## config.mk

```make
export PLATFORM = sky130hd
export DESIGN_NAME = exbs_search
export DESIGN_NICKNAME = d
export VERILOG_FILES = /design/src/design/exbs_pkg.sv /design/src/design/exbs_search.sv
export SDC_FILE = /design/constraint.sdc
export NUM_CORES = 1
export LEC_CHECK = 0
export BUFFER_PORTS_ARGS = -buffer_cell sky130_fd_sc_hd__buf_2
export CORE_AREA = 2 2 123 125
export DETAILED_ROUTE_END_ITERATION = 8
export DIE_AREA = 0 0 125 127
export HOLD_SLACK_MARGIN = 0.12
export PLACE_DENSITY = 0.92
export SLEW_MARGIN = 20
export SYNTH_ARGS = -nofsm -noshare
export SYNTH_HDL_FRONTEND = slang
export SYNTH_SLANG_ARGS = --single-unit
```

## constraint.sdc

```tcl
create_clock -name i_clk -period 13.5 [get_ports i_clk]
set_input_delay 1.35 -clock i_clk [delete_from_list [all_inputs] [get_ports i_clk]]
set_output_delay 1.35 -clock i_clk [all_outputs]
set_load 0.01 [all_outputs]
```

## src/design/exbs_pkg.sv

```systemverilog
// Shared types and constants for the unwind-index range search block.
package exbs_pkg;

    // Field widths of the stream payloads.
    localparam int unsigned IDX_W  = 10;
    localparam int unsigned WORD_W = 32;
    localparam int unsigned CNT_W  = 11;

    // Input item kinds carried on the slave tuser bit.
    localparam logic OP_LOAD   = 1'b0;
    localparam logic OP_LOOKUP = 1'b1;

    // Configuration register indexes.
    localparam logic REG_TABLE_BASE  = 1'b0;
    localparam logic REG_ENTRY_COUNT = 1'b1;

    // One search result as handed from the search engine to the output stage.
    typedef struct packed {
        logic              found;
        logic [IDX_W-1:0]  match_index;
        logic [WORD_W-1:0] function_start;
    } t_result;

endpackage

```

## src/design/exbs_search.sv

```systemverilog
// Binary search engine: walks the start table one probe per cycle.
module exbs_search #(
    parameter int unsigned MAX_ENTRIES = 1024,
    parameter int unsigned AW          = 10,
    parameter int unsigned NW          = 11
) (
    input  logic                        i_clk,
    input  logic                        i_rst_n,
    input  logic                        i_start,
    input  logic [exbs_pkg::WORD_W-1:0] i_lookup_address,
    input  logic [NW-1:0]               i_nrec,
    input  logic                        i_res_ready,
    input  logic [exbs_pkg::WORD_W-1:0] i_rd_data0,
    input  logic [exbs_pkg::WORD_W-1:0] i_rd_data1,
    output logic                        o_idle,
    output logic                        o_res_valid,
    output exbs_pkg::t_result           o_res,
    output logic [AW-1:0]               o_rd_addr0,
    output logic [AW-1:0]               o_rd_addr1
);

    // Probe limit is the bit length of the table depth.
    localparam int unsigned LIM = $clog2(MAX_ENTRIES + 1);
    localparam int unsigned PW  = $clog2(LIM + 1);

    typedef enum logic [2:0] {
        S_IDLE   = 3'b001,
        S_SEARCH = 3'b010,
        S_RESULT = 3'b100
    } t_state;

    t_state                      r_state, n_state;
    logic [NW-1:0]               r_left, n_left;
    logic [NW-1:0]               r_right, n_right;
    logic [NW-1:0]               r_mid, n_mid;
    logic [NW-1:0]               r_nrec, n_nrec;
    logic [PW-1:0]               r_probes, n_probes;
    logic [exbs_pkg::WORD_W-1:0] r_addr, n_addr;
    exbs_pkg::t_result           r_res, n_res;

    logic          w_below;
    logic          w_within;
    logic          w_last;
    logic [NW-1:0] w_left;
    logic [NW-1:0] w_right;
    logic [PW-1:0] w_probes_nx;
    logic [NW:0]   w_sum;

    // Probe evaluation on the words read for the current midpoint.
    always_comb begin
        w_last      = (r_mid == (r_nrec - NW'(1)));
        w_below     = (r_addr < i_rd_data0);
        w_within    = w_last || (i_rd_data1 == '0) || (r_addr < i_rd_data1);
        w_left      = r_left;
        w_right     = r_right;
        if (w_below) begin
            w_right = r_mid - NW'(1);
        end else if (!w_within) begin
            w_left = r_mid + NW'(1);
        end
        w_probes_nx = r_probes + PW'(1);
    end

    // Next-state logic; the next midpoint feeds the table read ports directly.
    always_comb begin
        n_state  = r_state;
        n_left   = r_left;
        n_right  = r_right;
        n_mid    = r_mid;
        n_nrec   = r_nrec;
        n_probes = r_probes;
        n_addr   = r_addr;
        n_res    = r_res;
        w_sum    = '0;
        unique case (r_state)
            S_IDLE: begin
                if (i_start) begin
                    n_nrec   = i_nrec;
                    n_addr   = i_lookup_address;
                    n_left   = '0;
                    n_right  = i_nrec - NW'(1);
                    n_mid    = n_right >> 1;
                    n_probes = '0;
                    n_res    = '0;
                    n_state  = (i_nrec == '0) ? S_RESULT : S_SEARCH;
                end
            end
            S_SEARCH: begin
                n_probes = w_probes_nx;
                n_left   = w_left;
                n_right  = w_right;
                w_sum    = {1'b0, w_left} + {1'b0, w_right};
                n_mid    = NW'(w_sum >> 1);
                if (w_below && (r_mid == r_left)) begin
                    n_state = S_RESULT;
                end else if (!w_below && w_within) begin
                    n_res.found          = 1'b1;
                    n_res.match_index    = exbs_pkg::IDX_W'(r_mid);
                    n_res.function_start = i_rd_data0;
                    n_state              = S_RESULT;
                end else if ((w_probes_nx >= PW'(LIM)) || (w_left > w_right)) begin
                    n_state = S_RESULT;
                end
            end
            S_RESULT: begin
                if (i_res_ready) begin
                    n_state = S_IDLE;
                end
            end
            default: begin
                n_state = S_IDLE;
            end
        endcase
    end

    // Control state is reset; datapath registers are not.
    always_ff @(posedge i_clk) begin
        if (!i_rst_n) begin
            r_state <= S_IDLE;
        end else begin
            r_state <= n_state;
        end
    end

    always_ff @(posedge i_clk) begin
        r_left   <= n_left;
        r_right  <= n_right;
        r_mid    <= n_mid;
        r_nrec   <= n_nrec;
        r_probes <= n_probes;
        r_addr   <= n_addr;
        r_res    <= n_res;
    end

    // Read the midpoint entry and its successor for the next probe.
    assign o_rd_addr0  = AW'(n_mid);
    assign o_rd_addr1  = AW'(n_mid + NW'(1));
    assign o_idle      = (r_state == S_IDLE);
    assign o_res_valid = (r_state == S_RESULT);
    assign o_res       = r_res;

endmodule

```

==> results.py, run 1 <==
metrics = {
    "clocking": {
        "cts.repair_timing.setup_buffer_count": 0,
        "cts-hold-fix-buffers": 0,
        "cts_tree": "built",
        "insertion_delay_ns": 0.43,
        "cts_inserted_buffers": 17,
        "ctsRootBufferMaster": "clkbuf_16",
        "clock-sinks": 126,
        "ctsLongestPathBuffers": 2,
        "post_cts_resized": 0,
        "clk_pin_slew_worst_paths_ns": 0.05,
        "cts_htree_levels": 4,
    },
    "yosys": {
        "share_of_the_synthesized_area_in_the_top_cell_type": 0.398,
        "synth_area_leaders": "edfxtp_1 40%, ha_1 13%, nor2_1 4.2%",
        "yosys.area_share.xor_xnor": 0.0637,
        "synth_compound_gate_area_share": 0.120,
        "post_synth_and_or_nand_nor_area_fraction": 0.165,
        "post_synth_mux_area_share": 0.0181,
        "yosysSeqAreaShare": 0.429,
        "async_reset_ff_frac": 0,
        "largest_family_of_logic_cells_by_synthesized_area": "simple AND/OR/NAND/NOR gates",
        "synth_adder_area_share": 0.136,
        "post_synth_inst_count": 853,
        "synthesis.yosys.warnings": 0,
        "netlist-cell-type-count": 79,
        "synth.largest_area_cell": "edfxtp_1",
        "synth_area_sq_um": 8520,
        "syn_area_per_cell_sq_um": 9.99,
        "number_of_nets_produced_by_synthesis": 1056,
        "synth_enable_flop_cells": 113,
        "ys.flop_type": "edfxtp_1",
        "ys_seq_elements": 126,
    },
    "drt": {
        "drt_first_iter_violations": 704,
        "postRouteAntennaNets": 0,
        "drt-pass1-iter-count": 5,
        "post-route-drc-count": 0,
        "detail_route.wl_per_cell_um": 19.3,
        "routed-via-count": 7277,
        "totalWireLength_mm": 23.4,
        "via_per_inst": 6.00,
    },
    "layout": {
        "final_common_cell": "buf_2",
        "drive_gt1_frac": 0.232,
        "layout_overhead_on_the_synthesized_area_pct": 18.0,
        "layout_common_cells": "175 x buf_2, 113 x edfxtp_1, 94 x nor2_1",
        "finish.net_count": 1218,
        "final_core_util": 0.697,
        "n_antenna_cell": 0,
        "final_design_area_no_fill_sq_um": 10100,
    },
    "global_routing": {
        "grt_usage": 0.295,
        "number_of_antenna_violations_at_the_first_check_in_global_routing": 0,
        "via_count_of_the_first_global_routing_pass": 7226,
        "globalRouteOverflowTotal": 0,
        "grt_first_pass_wirelength_mm": 36.5,
        "grt_max_degree": 64,
    },
    "setup_path": {
        "critical_path.max_fanout": 19,
        "worst_path_dominant_cell_family": "simple AND/OR/NAND/NOR gates",
        "crit_chain": "buf_2 -> inv_1 -> ha_1 -> nand4_1 -> nor3_1 -> a311oi_1 -> a311oi_1 -> or2_1 -> and2_2 -> mux2_2 -> ha_1 -> a21oi_1 -> nor2_1 -> nor2_1 -> or3b_2 -> or4_1 -> nand3_1 -> nand4_2 -> nor3b_2 -> xor2_1 -> buf_2",
        "slowest_delay_ns": 0.52,
        "critical_path_class": "in -> out",
        "crit_path_top_delay_cell": "a311oi_1",
        "startpoint_type": "input port",
        "critPathBufInv": 3,
        "end_kind": "output port",
        "critPathRequiredTime_ns": 12.15,
        "arrival_ns": 6.93,
    },
    "timing": {
        "period_share": 0.614,
        "skew_ns": 0.00741,
        "maxClockFrequency_mhz": 121,
        "setup_viol": 0,
        "fin_ws_ns": 5.22,
        "slew-limit-headroom": 0.296,
        "hold_violations": 0,
        "timing_max_transition_violations_final": 0,
        "grt_setup_unrepaired": "no",
        "worst-slew-pin-transition_ns": 1.06,
        "timing.setup.tns_ns": 0,
        "period_minus_slack_ns": 8.28,
    },
    "die": {
        "core_area_sq_um": 14400,
        "fp.dieArea_sq_um": 15900,
        "row_count": 44,
        "horizontal_extent_of_the_die_um": 125,
        "floorplan.initialDensity": 0.591,
        "num_io_pins": 176,
        "dieHeight_um": 127,
    },
    "flow_run": {
        "maxCapViolations": 0,
    },
    "pwr": {
        "clock_power_share": 0.196,
        "irDropWorstVdd_mv": 0.250,
        "switching_share": 0.430,
        "cellInternalPower_mw": 1.38,
        "leakage_nw": 4.58,
        "power_density_nw_per_um2": 241,
        "seq_power_share": 0.309,
        "power.total_mw": 2.42,
        "power_switching_mw": 1.04,
        "comb_power_share": 0.495,
    },
    "placed_design": {
        "gp_congestion": 0.917,
        "placement.setup.worst_slack_ns": 5.32,
        "port_buffers": 175,
        "dp_hpwl_mm": 17.4,
        "placement.cell_area_sq_um": 9450,
    },
    "status": {
        "outcome": "complete, no violations",
    },
    "hold_path": {
        "hold_class": "reg -> reg",
    },
}
## area by class of cell
cell class,instances,area (sq um)
clock buffer,19,433
clock inverter,13,170
fill,975,4370
inverter,95,357
multi-input combinational,595,4300
sequential,126,3650
tap,184,230
timing repair buffer,180,913
## tightest hold or removal path, stage by stage, from the launching register on
cell and delay, ns:
edfxtp_1 0.34, xor2_1 0.09, nor2_1 0.08
## cells in the mapped netlist, types with 3 or more instances
master       n
and2_1      19
a31oi_1      4
a221oi_1     4
inv_1       94
xnor2_1     30
a21oi_1     58
edfxtp_1   113
nor4_1      17
nand3_1     18
nor3b_1      5
a2111oi_0    3
or2b_1       3
clkbuf_1    17
mux2i_1     12
nor2_1      95
or2_2        5
o21ai_0     24
o21ai_1      5
o21a_1       3
or4_1        5
clkbuf_8     4
and3_1       4
o211ai_1     3
dfxtp_1     13
ha_1        91
nand2_1     45
buf_2        4
mux2_2       3
xor2_1      32
nor2b_1      8
nor3_1      16
nand2b_1     7
nand4_1      9
buf_4       10
o21bai_1     4
o2111ai_1    4
a21o_1      10
## state kept, by name, indices dropped and copies added, names as in the netlist
| signal | count |
|---|---|
| o_res | 43 |
| r_addr | 32 |
| r_left | 11 |
| r_mid | 11 |
| r_nrec | 11 |
| r_probes | 4 |
| r_right | 11 |
| r_state | 3 |
## path summary, 6_finish.rpt
path / startpoint / end / slack, ns / cells after the start
max: i_rd_data0[13] / o_rd_addr1[9] / 5.22 / 21
min: r_probes[3] / r_probes[3] / 0.62 / 2
max reg2reg: r_addr[30] / r_state[2] / 7.74 / 21
min reg2reg: r_probes[3] / r_probes[3] / 0.62 / 2
## per-layer routing
layer	vias to the layer above	routed length (um)	GRT usage	part of all wire
li1	3340	-	-	-
met1	3416	9110	0.358	0.39
met4	0	945	0.132	0.040
met2	447	11200	0.510	0.48
met5	-	0	0	0
met3	74	2140	0.0590	0.091
## kinds of logic after synthesis
family / Yosys count
adders and majority gates: 92
AOI/OAI and AO/OA: 151
and+or+nand+nor: 275
xor gates and xnor gates: 62
DFF: 126
buffers and inverters: 132
muxes: 15
## power by group through the flow
stage / combinational (mW) / sequential (mW) / clock (mW)
detailed placement: 1.17 / 0.749 / 0
finish: 1.20 / 0.748 / 0.474
CTS: 1.19 / 0.743 / 0.475
global placement: 1.13 / 0.741 / 0
global route: 1.31 / 0.759 / 0.493
floorplan: 0.882 / 0.707 / 0
## through the flow
stage                     hold slack (ns)  instances
after CTS                           0.626       1212
final                               0.617       1212
after global placement              0.593       1180
after detailed placement            0.608       1180
after floorplan                     0.571        853
after global routing                0.642       1212
Power figures use the tool's default switching activity.
==> run 2: changes to the inputs <==
--- a/config.mk
+++ b/config.mk
@@ -6,11 +6,11 @@
 export NUM_CORES = 1
 export LEC_CHECK = 0
 export BUFFER_PORTS_ARGS = -buffer_cell sky130_fd_sc_hd__buf_2
-export CORE_AREA = 2 2 123 125
+export CORE_AREA = 2 2 133 135
 export DETAILED_ROUTE_END_ITERATION = 8
-export DIE_AREA = 0 0 125 127
+export DIE_AREA = 0 0 135 137
 export HOLD_SLACK_MARGIN = 0.12
-export PLACE_DENSITY = 0.92
+export PLACE_DENSITY = 0.84
 export SLEW_MARGIN = 20
 export SYNTH_ARGS = -nofsm -noshare
 export SYNTH_HDL_FRONTEND = slang
==> constraint.sdc (replaced) <==
create_clock -name i_clk -period 7.3 [get_ports i_clk]
set_input_delay 0.73 -clock i_clk [delete_from_list [all_inputs] [get_ports i_clk]]
set_output_delay 0.73 -clock i_clk [all_outputs]
set_load 0.01 [all_outputs]
==> run 2 against run 1 <==
Compared with the run above: clock power is 82% higher; power grew 86%; register-to-register slack worse by 5.7 ns; highest routed layer unchanged.
==> results.py, run 2 (synthesized netlist as in run 1, its figures left out) <==
metrics = {
    "status": {
        "outcome": "complete, no violations",
    },
    "timing": {
        "tightest_hold_margin_ns": 0.484,
        "period_share": 0.902,
        "fin_ws_ns": 0.712,
        "grt_setup_unrepaired": "no",
        "skew_ns": 0.00822,
        "worst-slew-pin-transition_ns": 1.01,
        "setup_viol": 0,
        "timing.setup.tns_ns": 0,
        "timing_max_transition_violations_final": 0,
        "slew-limit-headroom": 0.321,
        "period_minus_slack_ns": 6.59,
        "hold_violations": 0,
        "maxClockFrequency_mhz": 152,
    },
    "layout": {
        "drive_gt1_frac": 0.235,
        "number_of_flip_flops_in_the_largest_register": 43,
        "final_common_cell": "buf_2",
        "final_core_util": 0.593,
        "finish.net_count": 1221,
        "layout_overhead_on_the_synthesized_area_pct": 18.8,
        "layout_common_cells": "175 x buf_2, 113 x edfxtp_1, 94 x nor2_1",
        "n_antenna_cell": 0,
    },
    "pwr": {
        "leakage_nw": 4.59,
        "power_density_nw_per_um2": 444,
        "irDropWorstVdd_mv": 0.412,
        "power.total_mw": 4.49,
    },
    "setup_path": {
        "startpoint_type": "input port",
        "critical_path.max_fanout": 19,
        "end_kind": "output port",
        "arrival_ns": 5.86,
        "rr_worst_depth": 22,
        "critical_path_class": "in -> out",
        "critPathRequiredTime_ns": 6.57,
    },
    "global_routing": {
        "globalRouteOverflowTotal": 0,
        "grt_first_pass_wirelength_mm": 34.7,
        "grt_usage": 0.247,
        "via_count_of_the_first_global_routing_pass": 6723,
        "number_of_antenna_violations_at_the_first_check_in_global_routing": 0,
        "grt_max_degree": 63,
    },
    "clocking": {
        "cts_inserted_buffers": 17,
        "cts-hold-fix-buffers": 0,
        "insertion_delay_ns": 0.42,
        "cts_htree_levels": 4,
        "post_cts_resized": 0,
        "cts_tree": "built",
        "cts.repair_timing.setup_buffer_count": 0,
        "ctsLongestPathBuffers": 2,
        "ctsRootBufferMaster": "clkbuf_16",
        "clk_pin_slew_worst_paths_ns": 0.06,
        "clock-sinks": 126,
    },
    "placed_design": {
        "placement.setup.worst_slack_ns": 0.705,
        "port_buffers": 175,
        "gp_congestion": 0.964,
        "dp_hpwl_mm": 17.2,
    },
    "drt": {
        "detail_route.wl_per_cell_um": 18.1,
        "via_per_inst": 5.61,
        "postRouteAntennaNets": 0,
        "maxUsedRoutingLayer": "met4",
        "totalWireLength_mm": 22.7,
        "drt-pass1-iter-count": 5,
        "post-route-drc-count": 0,
        "routed-via-count": 7039,
        "drt_first_iter_violations": 490,
        "met2_wirelength_mm": 10.7,
        "met3WireLength_mm": 2.11,
        "wl_met1_mm": 9.19,
    },
    "die": {
        "core_area_sq_um": 17100,
        "horizontal_extent_of_the_die_um": 135,
        "dieHeight_um": 137,
        "num_io_pins": 176,
        "floorplan.initialDensity": 0.500,
        "row_count": 48,
        "fp.dieArea_sq_um": 18500,
    },
    "flow_run": {
        "maxCapViolations": 0,
    },
    "hold_path": {
        "whs_path_depth": 1,
        "hold_class": "in -> reg",
    },
}
==> run 2: changes by cell type in the layout (fill, tap and decap cells not counted) <==
| cell | delta |
|---|---|
| inv_6 | +2 |
| inv_1 | -1 |
| buf_4 | +3 |
| clkbuf_1 | -1 |
| clkinv_2 | -3 |
| bufinv_16 | -1 |
| clkinv_4 | +3 |
==> run 2: power breakdown <==
group | total (mW) | leakage [nW] | internal [mW] | switching (mW)
sequential | 1.38 | 1.20 | 1.14 | 0.244
combinational | 2.25 | 3.11 | 0.860 | 1.39
clock | 0.861 | 0.282 | 0.537 | 0.324
total | 4.49 | 4.59 | 2.53 | 1.96
==> run 2: cell type report <==
cell class	count	area, sq um
Clock buffer	18	429
Fill cell	1398	6940
Sequential cell	126	3650
Clock inverter	13	165
Multi-Input combinational cell	595	4300
Timing Repair Buffer	183	936
Tap cell	225	282
Inverter	95	357
==> run 2: through the flow <==
step | area [sq um] | std cells
2_1_floorplan | 8520 | 853
3_3_place_gp | 9520 | 1224
3_5_place_dp | 9520 | 1224
4_1_cts | 10100 | 1255
5_1_grt | 10100 | 1255
6_report | 10100 | 1255
==> run 2: worst paths after layout <==
kind                                          start            end  slack [ns]
worst min-delay path            i_lookup_address[1]      r_addr[1]        0.48
worst min register to register          r_probes[0]    r_probes[0]        0.63
worst max-delay path                  i_rd_data1[1]  o_rd_addr1[9]        0.71
worst max register to register            r_addr[1]     r_state[2]        2.00
==> run 2: routing by layer <==
metal | up-vias | track usage
met1 | 3289 | 0.303
met2 | 360 | 0.416
met4 | 0 | 0.0978
met5 | - | 0
li1 | 3347 | -
met3 | 43 | 0.0652
==> run 2: worst max-delay path: stages <==
cell	delay, ns
buf_2	0.09
inv_1	0.04
ha_1	0.28
a2111oi_0	0.46
a2111oi_0	0.12
a2111oi_0	0.54
o311ai_1	0.17
o21a_2	0.26
and2_2	0.33
mux2_2	0.36
ha_1	0.35
a21oi_1	0.15
nor2_1	0.07
or2_2	0.29
o21ai_0	0.15
a22oi_1	0.11
o311a_1	0.11
o21ai_0	0.09
o211a_1	0.24
o21a_1	0.21
nand4_2	0.15
nor3b_2	0.23
xor2_1	0.17
buf_2	0.15
